[config.mk]
export PLATFORM = sky130hd
export DESIGN_NAME = voice_frame_sequence_gap_filler_unit
export DESIGN_NICKNAME = d
export VERILOG_FILES = /design/src/rtl/vfsgf_pkg.sv /design/src/rtl/vfsgf_front.sv /design/src/rtl/vfsgf_queue.sv /design/src/rtl/vfsgf_back.sv /design/src/rtl/voice_frame_sequence_gap_filler_unit.sv
export SDC_FILE = /design/constraint.sdc
export NUM_CORES = 1
export LEC_CHECK = 0
export BUFFER_PORTS_ARGS = -buffer_cell sky130_fd_sc_hd__buf_2
export CAP_MARGIN = 5
export CORE_UTILIZATION = 55
export DETAILED_ROUTE_END_ITERATION = 8
export GPL_TIMING_DRIVEN = 1
export PLACE_DENSITY = 0.86
export SYNTH_ARGS = -nofsm -noshare
export SYNTH_HDL_FRONTEND = slang
export SYNTH_SLANG_ARGS = --single-unit
[constraint.sdc]
create_clock -name aclk -period 4.9 [get_ports aclk]
set_input_delay 0.735 -clock aclk [delete_from_list [all_inputs] [get_ports aclk]]
set_output_delay 0.735 -clock aclk [all_outputs]
set_load 0.01 [all_outputs]
[src/rtl/vfsgf_pkg.sv]
// Package for the voice frame sequence gap filler.
// Holds widths, limits, the result kind codes and the command record that
// passes from the front classifier to the back sequencer. No dependencies.
package vfsgf_pkg;

    localparam int SEQ_W        = 5;   // sequence number width
    localparam int SEQ_MODULUS  = 21;  // default sequence count
    localparam int MAX_RESULTS  = 19;  // most results any item may cause
    localparam int GAP_LIMIT    = MAX_RESULTS - 1;
    localparam int CFG_W        = 5;   // width of each config register
    localparam int QUEUE_DEPTH  = 4;   // command queue entries, power of two
    localparam int END_BIT      = 6;   // end marker position in the sequence byte

    localparam logic [CFG_W-1:0] SILENCE_GAP_RESET = 5'd2;
    localparam logic [CFG_W-1:0] MAX_GAP_RESET     = 5'd18;

    // Register indexes (byte address is 4 * index)
    localparam logic REG_SILENCE_GAP = 1'b0;
    localparam logic REG_MAX_GAP     = 1'b1;

    typedef enum logic [2:0] {
        KIND_FRAME   = 3'd0,
        KIND_REPEAT  = 3'd1,
        KIND_SILENCE = 3'd2,
        KIND_END     = 3'd3,
        KIND_NONE    = 3'd4
    } frame_kind_t;

    // run = 0: one result of the given kind at seq, last set.
    // run = 1: gap fillers of the given kind from seq on, then the frame.
    typedef struct packed {
        logic             run;
        frame_kind_t      kind;
        logic [SEQ_W-1:0] gap;
        logic [SEQ_W-1:0] seq;
    } cmd_t;

endpackage

[src/rtl/vfsgf_front.sv]
// Front classifier of the voice frame sequence gap filler.
// Takes input transfers, keeps the expected sequence number and pushes one
// command per item into the queue. Depends on vfsgf_pkg.
module vfsgf_front #(
    parameter int SEQ_MODULUS = vfsgf_pkg::SEQ_MODULUS
) (
    input  logic                          aclk,
    input  logic                          aresetn,
    input  logic                          s_tvalid,
    output logic                          s_tready,
    input  logic [15:0]                   s_tdata,
    input  logic                          s_tuser,
    input  logic [vfsgf_pkg::CFG_W-1:0]   silence_gap,
    input  logic [vfsgf_pkg::CFG_W-1:0]   max_gap,
    input  logic                          queue_full,
    output logic                          push,
    output vfsgf_pkg::cmd_t               cmd
);

    localparam int SW = vfsgf_pkg::SEQ_W;

    logic [SW-1:0]  expected_seq_reg;
    logic [SW-1:0]  expected_seq_next;
    logic [7:0]     seq_byte;
    logic           disabled;
    logic           action;
    logic [SW-1:0]  seq_num;
    logic [SW+1:0]  gap_wide;
    logic [SW-1:0]  gap;
    logic [SW-1:0]  limit;
    logic [SW:0]    seq_inc;

    assign seq_byte = s_tdata[7:0];
    assign disabled = s_tdata[8];
    assign action   = s_tuser;
    assign seq_num  = seq_byte[SW-1:0];

    assign s_tready = !queue_full;
    assign push     = s_tvalid && s_tready;

    // Distance from the expected slot to the received one, modulo the count
    always_comb begin
        if (seq_num >= expected_seq_reg) begin
            gap_wide = {2'b00, seq_num} - {2'b00, expected_seq_reg};
        end else begin
            gap_wide = {2'b00, seq_num} + (SW+2)'(SEQ_MODULUS) - {2'b00, expected_seq_reg};
        end
    end
    assign gap = gap_wide[SW-1:0];

    assign limit   = (max_gap > SW'(vfsgf_pkg::GAP_LIMIT)) ? SW'(vfsgf_pkg::GAP_LIMIT) : max_gap;
    assign seq_inc = {1'b0, seq_num} + (SW+1)'(1);

    always_comb begin
        cmd.run           = 1'b0;
        cmd.kind          = vfsgf_pkg::KIND_NONE;
        cmd.gap           = '0;
        cmd.seq           = expected_seq_reg;
        expected_seq_next = expected_seq_reg;
        if (disabled) begin
            // keep state, queue a result of kind none
        end else if (!action) begin
            cmd.seq           = '0;
            expected_seq_next = '0;
        end else if (seq_byte[vfsgf_pkg::END_BIT]) begin
            cmd.kind = vfsgf_pkg::KIND_END;
        end else if ({1'b0, seq_num} >= (SW+1)'(SEQ_MODULUS)) begin
            // out of range: drop
        end else if (gap > limit) begin
            // stale: drop
        end else begin
            cmd.run  = 1'b1;
            cmd.kind = (gap > silence_gap) ? vfsgf_pkg::KIND_SILENCE
                                           : vfsgf_pkg::KIND_REPEAT;
            cmd.gap  = gap;
            if (seq_inc == (SW+1)'(SEQ_MODULUS)) begin
                expected_seq_next = '0;
            end else begin
                expected_seq_next = seq_inc[SW-1:0];
            end
        end
    end

    always_ff @(posedge aclk) begin
        if (!aresetn) begin
            expected_seq_reg <= '0;
        end else if (push) begin
            expected_seq_reg <= expected_seq_next;
        end
    end

endmodule

[src/rtl/vfsgf_queue.sv]
// Command queue between front and back of the gap filler.
// Small register FIFO of cmd_t records. Depends on vfsgf_pkg.
module vfsgf_queue (
    input  logic            aclk,
    input  logic            aresetn,
    input  logic            push,
    input  vfsgf_pkg::cmd_t din,
    output logic            full,
    input  logic            pop,
    output vfsgf_pkg::cmd_t dout,
    output logic            empty
);

    localparam int DEPTH = vfsgf_pkg::QUEUE_DEPTH;
    localparam int PTR_W = $clog2(DEPTH);
    localparam int CNT_W = $clog2(DEPTH + 1);

    vfsgf_pkg::cmd_t   entry_reg [DEPTH];
    logic [PTR_W-1:0]  wr_ptr_reg;
    logic [PTR_W-1:0]  rd_ptr_reg;
    logic [CNT_W-1:0]  count_reg;
    logic              do_push;
    logic              do_pop;

    assign full    = (count_reg == CNT_W'(DEPTH));
    assign empty   = (count_reg == '0);
    assign do_push = push && !full;
    assign do_pop  = pop && !empty;
    assign dout    = entry_reg[rd_ptr_reg];

    always_ff @(posedge aclk) begin
        if (do_push) begin
            entry_reg[wr_ptr_reg] <= din;
        end
    end

    always_ff @(posedge aclk) begin
        if (!aresetn) begin
            wr_ptr_reg <= '0;
            rd_ptr_reg <= '0;
            count_reg  <= '0;
        end else begin
            if (do_push) begin
                wr_ptr_reg <= wr_ptr_reg + PTR_W'(1);
            end
            if (do_pop) begin
                rd_ptr_reg <= rd_ptr_reg + PTR_W'(1);
            end
            if (do_push && !do_pop) begin
                count_reg <= count_reg + CNT_W'(1);
            end else if (do_pop && !do_push) begin
                count_reg <= count_reg - CNT_W'(1);
            end
        end
    end

endmodule

[src/rtl/vfsgf_back.sv]
// Back sequencer of the voice frame sequence gap filler.
// Takes commands from the queue and, unless the output stalls, emits result
// transfers one per cycle through an output register. Depends on vfsgf_pkg.
module vfsgf_back #(
    parameter int SEQ_MODULUS = vfsgf_pkg::SEQ_MODULUS
) (
    input  logic                        aclk,
    input  logic                        aresetn,
    input  logic                        queue_empty,
    input  vfsgf_pkg::cmd_t             cmd,
    output logic                        pop,
    output logic                        m_tvalid,
    input  logic                        m_tready,
    output logic [7:0]                  m_tdata,
    output logic [3:0]                  m_tuser,
    output logic                        m_tlast
);

    localparam int SW = vfsgf_pkg::SEQ_W;

    logic                   busy_reg;
    logic                   run_reg;
    vfsgf_pkg::frame_kind_t kind_reg;
    logic [SW-1:0]          remain_reg;
    logic [SW-1:0]          cur_seq_reg;
    logic                   out_valid_reg;
    vfsgf_pkg::frame_kind_t out_kind_reg;
    logic                   out_sync_reg;
    logic [SW-1:0]          out_seq_reg;
    logic                   out_last_reg;
    logic                   slot_free;
    logic                   emit;
    logic [SW:0]            seq_inc;
    logic [SW-1:0]          seq_step;

    assign slot_free = !out_valid_reg || m_tready;
    assign emit      = busy_reg && slot_free;
    assign pop       = !busy_reg && !queue_empty;

    assign seq_inc  = {1'b0, cur_seq_reg} + (SW+1)'(1);
    assign seq_step = (seq_inc == (SW+1)'(SEQ_MODULUS)) ? '0 : seq_inc[SW-1:0];

    always_ff @(posedge aclk) begin
        if (!aresetn) begin
            busy_reg      <= 1'b0;
            out_valid_reg <= 1'b0;
        end else begin
            if (pop) begin
                busy_reg <= 1'b1;
            end else if (emit && (!run_reg || remain_reg == '0)) begin
                busy_reg <= 1'b0;
            end
            if (emit) begin
                out_valid_reg <= 1'b1;
            end else if (m_tready) begin
                out_valid_reg <= 1'b0;
            end
        end
    end

    always_ff @(posedge aclk) begin
        if (pop) begin
            run_reg     <= cmd.run;
            kind_reg    <= cmd.kind;
            remain_reg  <= cmd.gap;
            cur_seq_reg <= cmd.seq;
        end else if (emit && run_reg && remain_reg != '0) begin
            remain_reg  <= remain_reg - SW'(1);
            cur_seq_reg <= seq_step;
        end
        if (emit) begin
            out_seq_reg <= cur_seq_reg;
            if (!run_reg) begin
                out_kind_reg <= kind_reg;
                out_sync_reg <= 1'b0;
                out_last_reg <= 1'b1;
            end else if (remain_reg != '0) begin
                out_kind_reg <= kind_reg;
                out_sync_reg <= (cur_seq_reg == '0);
                out_last_reg <= 1'b0;
            end else begin
                out_kind_reg <= vfsgf_pkg::KIND_FRAME;
                out_sync_reg <= (cur_seq_reg == '0);
                out_last_reg <= 1'b1;
            end
        end
    end

    assign m_tvalid = out_valid_reg;
    assign m_tdata  = {{(8-SW){1'b0}}, out_seq_reg};
    assign m_tuser  = {out_sync_reg, out_kind_reg};
    assign m_tlast  = out_last_reg;

endmodule

[src/rtl/voice_frame_sequence_gap_filler_unit.sv]
// Top level of the voice frame sequence gap filler.
// Instantiates vfsgf_front, vfsgf_queue and vfsgf_back, and holds the
// configuration registers. Depends on vfsgf_pkg.

// Each input transfer is a stream header or a data frame with a raw sequence
// byte. The block tracks the next expected sequence number (counting modulo
// SEQ_MODULUS) and, for an in-window data frame, emits one filler transfer
// per missing slot (repeat of the last frame, or silence when the gap is
// above silence_gap) followed by the frame itself; headers, disabled
// items, end markers, out-of-range and stale frames yield one transfer.
// m_tlast marks the final result of each item. The back sequencer loads a
// command and then emits its results one per cycle while the output is not
// stalled, loading the next only after the last result; it sets the rate,
// while the front classifies an item per cycle into a four-entry command
// queue and keeps taking items as long as that queue has room.
// Registers: 0x0 silence_gap (reset 2), 0x4 max_gap (reset 18,
// limited internally to 18); write them only while the block is idle.
module voice_frame_sequence_gap_filler_unit #(
    parameter int SEQ_MODULUS = vfsgf_pkg::SEQ_MODULUS
) (
    input  logic        aclk,
    input  logic        aresetn,
    // input stream
    input  logic        s_tvalid,
    output logic        s_tready,
    input  logic [15:0] s_tdata,   // [7:0] seq_byte, [8] disabled, rest zero
    input  logic        s_tuser,   // [0] action
    // result stream
    output logic        m_tvalid,
    input  logic        m_tready,
    output logic [7:0]  m_tdata,   // [4:0] frame_seq, rest zero
    output logic [3:0]  m_tuser,   // [2:0] frame_kind, [3] add_sync
    output logic        m_tlast,   // last
    // configuration
    input  logic        psel,
    input  logic        penable,
    input  logic        pwrite,
    input  logic [2:0]  paddr,
    input  logic [31:0] pwdata,
    output logic [31:0] prdata,
    output logic        pready
);

    localparam int CW = vfsgf_pkg::CFG_W;
    localparam int SW = vfsgf_pkg::SEQ_W;

    logic [CW-1:0]   silence_gap_reg;
    logic [CW-1:0]   max_gap_reg;
    logic            cfg_write;
    logic            push;
    logic            pop;
    logic            queue_full;
    logic            queue_empty;
    vfsgf_pkg::cmd_t front_cmd;
    vfsgf_pkg::cmd_t back_cmd;

    // Configuration port: always ready, register chosen by address bit 2
    assign pready    = 1'b1;
    assign cfg_write = psel && penable && pwrite && pready;

    always_ff @(posedge aclk) begin
        if (!aresetn) begin
            silence_gap_reg <= vfsgf_pkg::SILENCE_GAP_RESET;
            max_gap_reg     <= vfsgf_pkg::MAX_GAP_RESET;
        end else if (cfg_write) begin
            case (paddr[2])
                vfsgf_pkg::REG_SILENCE_GAP: silence_gap_reg <= pwdata[CW-1:0];
                vfsgf_pkg::REG_MAX_GAP:     max_gap_reg     <= pwdata[CW-1:0];
                default: ;
            endcase
        end
    end

    always_comb begin
        case (paddr[2])
            vfsgf_pkg::REG_SILENCE_GAP: prdata = {{(32-CW){1'b0}}, silence_gap_reg};
            vfsgf_pkg::REG_MAX_GAP:     prdata = {{(32-CW){1'b0}}, max_gap_reg};
            default:                    prdata = '0;
        endcase
    end

    // Front: classify each item and advance the expected sequence number
    vfsgf_front #(
        .SEQ_MODULUS(SEQ_MODULUS)
    ) u_front (
        .aclk        (aclk),
        .aresetn     (aresetn),
        .s_tvalid    (s_tvalid),
        .s_tready    (s_tready),
        .s_tdata     (s_tdata),
        .s_tuser     (s_tuser),
        .silence_gap (silence_gap_reg),
        .max_gap     (max_gap_reg),
        .queue_full  (queue_full),
        .push        (push),
        .cmd         (front_cmd)
    );

    // Queue: decouple classification from result generation
    vfsgf_queue u_queue (
        .aclk    (aclk),
        .aresetn (aresetn),
        .push    (push),
        .din     (front_cmd),
        .full    (queue_full),
        .pop     (pop),
        .dout    (back_cmd),
        .empty   (queue_empty)
    );

    // Back: expand commands into result transfers
    vfsgf_back #(
        .SEQ_MODULUS(SEQ_MODULUS)
    ) u_back (
        .aclk        (aclk),
        .aresetn     (aresetn),
        .queue_empty (queue_empty),
        .cmd         (back_cmd),
        .pop         (pop),
        .m_tvalid    (m_tvalid),
        .m_tready    (m_tready),
        .m_tdata     (m_tdata),
        .m_tuser     (m_tuser),
        .m_tlast     (m_tlast)
    );

`ifndef SYNTHESIS
    // A full queue must hold off the input side
    a_full_stalls_input: assert property (@(posedge aclk) disable iff (!aresetn)
        queue_full |-> !s_tready)
        else $error("input accepted while command queue full");

    // Every emitted slot lies inside the sequence count
    a_seq_in_range: assert property (@(posedge aclk) disable iff (!aresetn)
        m_tvalid |-> ({1'b0, m_tdata[SW-1:0]} < (SW+1)'(SEQ_MODULUS)))
        else $error("frame_seq outside sequence count");

    // Sync flag only on slot zero
    a_sync_slot_zero: assert property (@(posedge aclk) disable iff (!aresetn)
        (m_tvalid && m_tuser[3]) |-> (m_tdata[SW-1:0] == '0))
        else $error("add_sync set outside slot zero");

    // Single-result kinds and incoming frames always close the item
    a_last_on_closing_kinds: assert property (@(posedge aclk) disable iff (!aresetn)
        (m_tvalid && (m_tuser[2:0] == vfsgf_pkg::KIND_NONE
                      || m_tuser[2:0] == vfsgf_pkg::KIND_END
                      || m_tuser[2:0] == vfsgf_pkg::KIND_FRAME)) |-> m_tlast)
        else $error("closing result without last");

    // Fillers never close an item
    a_filler_not_last: assert property (@(posedge aclk) disable iff (!aresetn)
        (m_tvalid && (m_tuser[2:0] == vfsgf_pkg::KIND_REPEAT
                      || m_tuser[2:0] == vfsgf_pkg::KIND_SILENCE)) |-> !m_tlast)
        else $error("filler result marked last");
`endif

endmodule

# --- After elaboration in Yosys (flattened, before gate mapping) ---
# Memory sizes are Yosys's and may differ from the RTL's. A register that Yosys moved wholly into a read port is not among the register bits.
# Index checks and enable logic that the tools add are counted.
op_classes:
  add_sub_neg: 10
  magnitude_cmp: 5
  n_eq_ne: 6
  n_mux: 35
  n_bitwise: 2
  reduce_logical: 32
ops:
  columns: ["operator", "count"]
  rows:
  - ["5-bit 2-to-1 mux", 14]
  - ["32-bit one-hot mux with 2 select lines", 1]
  - ["9-bit 2-to-1 mux", 3]
  - ["3-bit 2-to-1 mux", 5]
  - ["14-bit 2-to-1 mux", 1]
  - ["5-bit by 1-bit adder with 6-bit output, second input constant", 2]
  - ["6-bit by 5-bit equality test with 1-bit output, second input constant", 2]
  - ["1-bit logical AND", 12]
  - ["5-bit > comparator", 2]
  - ["5-bit zero test", 2]
  - ["5-bit subtractor", 2]
  - ["1-bit 2-to-1 mux", 8]
  - ["2-bit nonzero test", 4]
  - ["1-bit zero test", 7]
  - ["2-bit 2-to-1 mux", 3]
  - ["2-bit != test, second input constant", 3]
  - ["5-bit adder, second input constant", 1]
  - ["5-bit greater-or-equal comparator", 1]
  - ["5-bit greater-or-equal comparator, second input constant", 1]
  - ["5-bit > comparator, second input constant", 1]
  - ["5-bit AND reduction", 1]
  - ["5-bit nonzero test", 1]
  - ["5-bit by 1-bit subtractor with 5-bit output, second input constant", 1]
  - ["2-bit by 1-bit adder with 2-bit output, second input constant", 2]
  - ["other kinds (7)", 10]
word_totals:
  regBits: 48
  ram_bits: 56
  out_inout_bits: 48
  wordCells: 107
  mem_count: 1
mem_list:
  columns: ["name", "words", "word_bits", "read_ports", "rd_clocked_by_memory_dff", "write_ports", "line_no", "rtl"]
  rows:
  - ["u_queue.entry_reg", 4, 14, 1, 1, 1, "vfsgf_queue.sv:18", "vfsgf_pkg::cmd_t entry_reg [DEPTH];"]

# --- Logic depth before layout (Yosys ltp) ---
logic_depth:
  depth_word: 10
  mapped_depth: 15

# --- By module ---
# A second synthesis with hierarchy kept.
hier_totals:
  cells_unflattened: 443
  area_unflattened_um2: 5605.4
modules_own_cells:
  columns: ["mod", "instances", "cells_per_inst", "area_per_inst_um2"]
  rows:
  - ["vfsgf_queue", 1, 121, 2522.4]
  - ["vfsgf_back", 1, 96, 1193.6]
  - ["vfsgf_front", 1, 149, 1173.6]
  - ["voice_frame_sequence_gap_filler_unit", 1, 77, 715.7]

# --- Worst setup path before layout ---
# No wires, ideal clock.
synth_path:
  kind: "input-to-reg"
  start: "input port s_tdata[1]"
  end: "memory u_queue.entry_reg[0][8] (netlist bit), data pin"
  t_arrival_ns: 3.546
  path_slack_ns: 1.125
  path_stages: 14
  path_buffers: 0
  cell_sequence: "inv_1 > ha_1 > inv_1 > ha_1 > fa_1 > xor2_1 > a211oi_1 > a211oi_1 > ha_1 > a21oi_1 > or2b_1 > o21ai_2 > nand2_1 > a2111oi_2"
synth_lines:
  columns: ["element", "line_no", "rtl"]
  rows:
  - ["start: declaration", "voice_frame_sequence_gap_filler_unit.sv:26", "input logic [15:0] s_tdata,"]
  - ["end: declaration", "vfsgf_queue.sv:18", null]

==> flow_metrics.env <==
export IMPL_outcome="completed"
export IMPL_syn_to_final_growth_pct=6.71
export IMPL_clkLatencyLatePin_ns=0.36
export IMPL_cp_data_required_time_ns=4.98
export IMPL_hold_violations=0
export IMPL_crit_arrival_ns=4.31
export IMPL_start_util_pct=56.4
export IMPL_yosys_most_used_dff="edfxtp_1"
export IMPL_drt_initial_drc_count=129
export IMPL_synth_seq_cells=106
export IMPL_slowest_stage="o21ai_0"
export IMPL_drc=0
export IMPL_setup_viol=0
export IMPL_synth_most_common_cell="edfxtp_1"
export IMPL_die_w_um=102
export IMPL_stdcell_area_um2=5830
export IMPL_yosys_warnings=0
export IMPL_period_share_pct=86.3
export IMPL_core_um2=9680
export IMPL_numCtsBuffers=9
export IMPL_ys_types=60
export IMPL_p_total_mw=2.60
export IMPL_ys_top_cells_by_area="edfxtp_1, dfxtp_1, ha_1"
export IMPL_clkSinkCount=106
export IMPL_crit_fanout=6
export IMPL_antenna_left=0
export IMPL_nFillCells=750
export IMPL_wl_per_cell_um=15.6
export IMPL_ios=107
export IMPL_htree_levels=3
export IMPL_gp_congestion=0.857
export IMPL_worstHoldPathType="flop to flop"
export IMPL_final_layout_size_suffix_gt1_share_pct=18.0
export IMPL_clk_pin_slew_ns=0.10
export IMPL_cts_tree="yes"
export IMPL_first_pass_iters=4
export IMPL_clk_path_buf_depth=2
export IMPL_rsz0062_at_grt="false"
export IMPL_postCtsHoldBufs=0
export IMPL_synth_cells=431
export IMPL_dp_hpwl_um=6950
export IMPL_async_flop_share_pct=0
export IMPL_max_freq_mhz=236
export IMPL_fin_cells=606
export IMPL_grt_pass1_wl_um=15700
export IMPL_wl_um=9430
export IMPL_multi_input_area_um2=2230
export IMPL_antenna_found_initial=0
export IMPL_diodes=0
export IMPL_crit_top_cell="ha_1"
export IMPL_crit_start="s_tdata[1]"
export IMPL_grt_max_degree=24
export IMPL_cts_resized=0
export IMPL_endpoint_kind="flop"
export IMPL_tns_ns=0
export IMPL_fp_row_count=36
export IMPL_cp_cell_sequence="buf_2 > inv_1 > ha_1 > inv_1 > ha_1 > fa_1 > xor2_1 > a211oi_1 > a211oi_1 > ha_1 > nand2_1 > mux2i_1 > o21a_1 > nor2_1 > o21ai_0"
export IMPL_grtUsageTotal_pct=20.3
export IMPL_min_period_ns=4.23
export IMPL_dieArea_um2=10300
export IMPL_nets=563
export IMPL_clockRootBuffer="clkbuf_8"
export IMPL_synth_area_um2=5460
export IMPL_synth_top_area_cell="edfxtp_1"
export IMPL_post_dp_cell_area_um2=5640
export IMPL_slew_violations=0
export IMPL_syn_area_per_cell_um2=12.7
export IMPL_slew_limit_headroom_pct=38.4
export IMPL_finalClockSkew_ns=0.0118
export IMPL_via_per_inst=5.32
export IMPL_dr_total_vias=3226
export IMPL_synth_edf_count=80
export IMPL_seq_area_frac_synth_pct=53.5
export IMPL_crit_type="primary input to flop"
export IMPL_grt_overflow=0
export IMPL_worst_slew_pin_slew_ns=0.922
export IMPL_placed_cells=590
export IMPL_dieHeight_um=102
export IMPL_synthTopCellsByCount="edfxtp_1, inv_1, buf_4, ha_1, nand2_1"
export IMPL_synth_top_cell_area_share_pct=44.0
export IMPL_seqCellArea_um2=2920
export IMPL_worstHoldStart="u_back.busy_reg"
export IMPL_power_density_nw_per_um2=445
export IMPL_ir_drop_mv=0.171
export IMPL_p_leak_nw=2.31
export IMPL_r2r_start="u_front.expected_seq_reg[1]"
export IMPL_port_buffers=37
export IMPL_cts_setup_buffers=0
export IMPL_largest_register_ffs=56
export IMPL_cap_violations=0
export IMPL_grt_pass1_vias=3216
export IMPL_slowest_delay_ns=0.53
export IMPL_crit_path_start_kind="primary input"
## final timing paths
kind / end / slack [ns] / depth (start not counted)
worst max-delay path: u_queue.entry_reg[0][12] / 0.67 / 15
worst min-delay path: u_back.m_tvalid / 0.51 / 2
worst max register to register: u_queue.entry_reg[0][12] / 1.04 / 13
worst min register to register: u_back.m_tvalid / 0.51 / 2
## placed cells by master (no fill, tap or decap), types with 5 or more instances in the layout
cell type	instances
a21oi_1	8
and2_1	11
and3_1	6
buf_2	37
clkbuf_8	9
conb_1	31
dfxtp_1	26
edfxtp_1	80
ha_1	32
inv_1	34
mux2i_1	11
mux4_2	14
nand2_1	28
nand3_1	8
nor2_1	13
nor2b_1	14
nor3_1	5
o21a_1	8
o21ai_0	16
o22ai_1	5
xnor2_1	9
xor2_1	8
## per-layer routing
layer | global-route usage (%) | wire, um | vias up
met5 | 0 | 0 | -
met4 | 7.47 | 151 | 0
met3 | 3.86 | 334 | 14
met2 | 34.5 | 4840 | 94
met1 | 26.0 | 4100 | 1562
li1 | - | - | 1556
## worst max-delay path, delay by kind of cell
kind / cells / cell delay [ns]
AO/OA/AOI/OAI: 4 / 1.35
XOR/XNOR: 1 / 0.18
buffers and inverters: 3 / 0.34
multiplexers: 1 / 0.28
AND/OR/NAND/NOR: 2 / 0.16
adder cells (fa/ha/maj): 4 / 1.27
## cell families (layout without fill, tap and decap cells)
logic type	count (synthesis)	count (layout)	synth area share (%)
and+or+nand+nor	106	106	10.7
AOI/OAI and AO/OA	59	59	7.74
xor gates and xnor gates	17	17	2.73
DFF	106	106	53.5
other	2	31	0.137
muxes	29	29	8.75
adders and majority gates	36	36	8.80
buffers and inverters	76	89	7.65
## area by class of cell
| class | count | area share (%) |
|---|---|---|
| well taps | 133 | 2.85 |
| flip-flops and latches | 106 | 50.1 |
| inverters | 35 | 2.25 |
| clock buffers | 9 | 2.12 |
| clock inverters | 7 | 1.05 |
| multi-input cells | 278 | 38.3 |
| repair buffers | 38 | 3.31 |
## where the power goes
part | total, mW | switching [mW] | leakage [nW] | internal [mW]
logic | 0.754 | 0.415 | 1.25 | 0.339
clock network | 0.509 | 0.315 | 0.0888 | 0.195
registers | 1.33 | 0.120 | 0.975 | 1.21
total | 2.60 | 0.850 | 2.31 | 1.75
## stage by stage
step | setup WS (ns) | hold WS (ns) | util (%)
finish | 0.671 | 0.507 | 60.2
global route | 0.372 | 0.529 | 60.2
CTS | 0.681 | 0.506 | 60.2
detailed placement | 0.366 | 0.492 | 58.3
global placement | 0.591 | 0.487 | 58.3
floorplan | 1.12 | 0.464 | -
No activity file was read; power rests on OpenSTA's default activity.
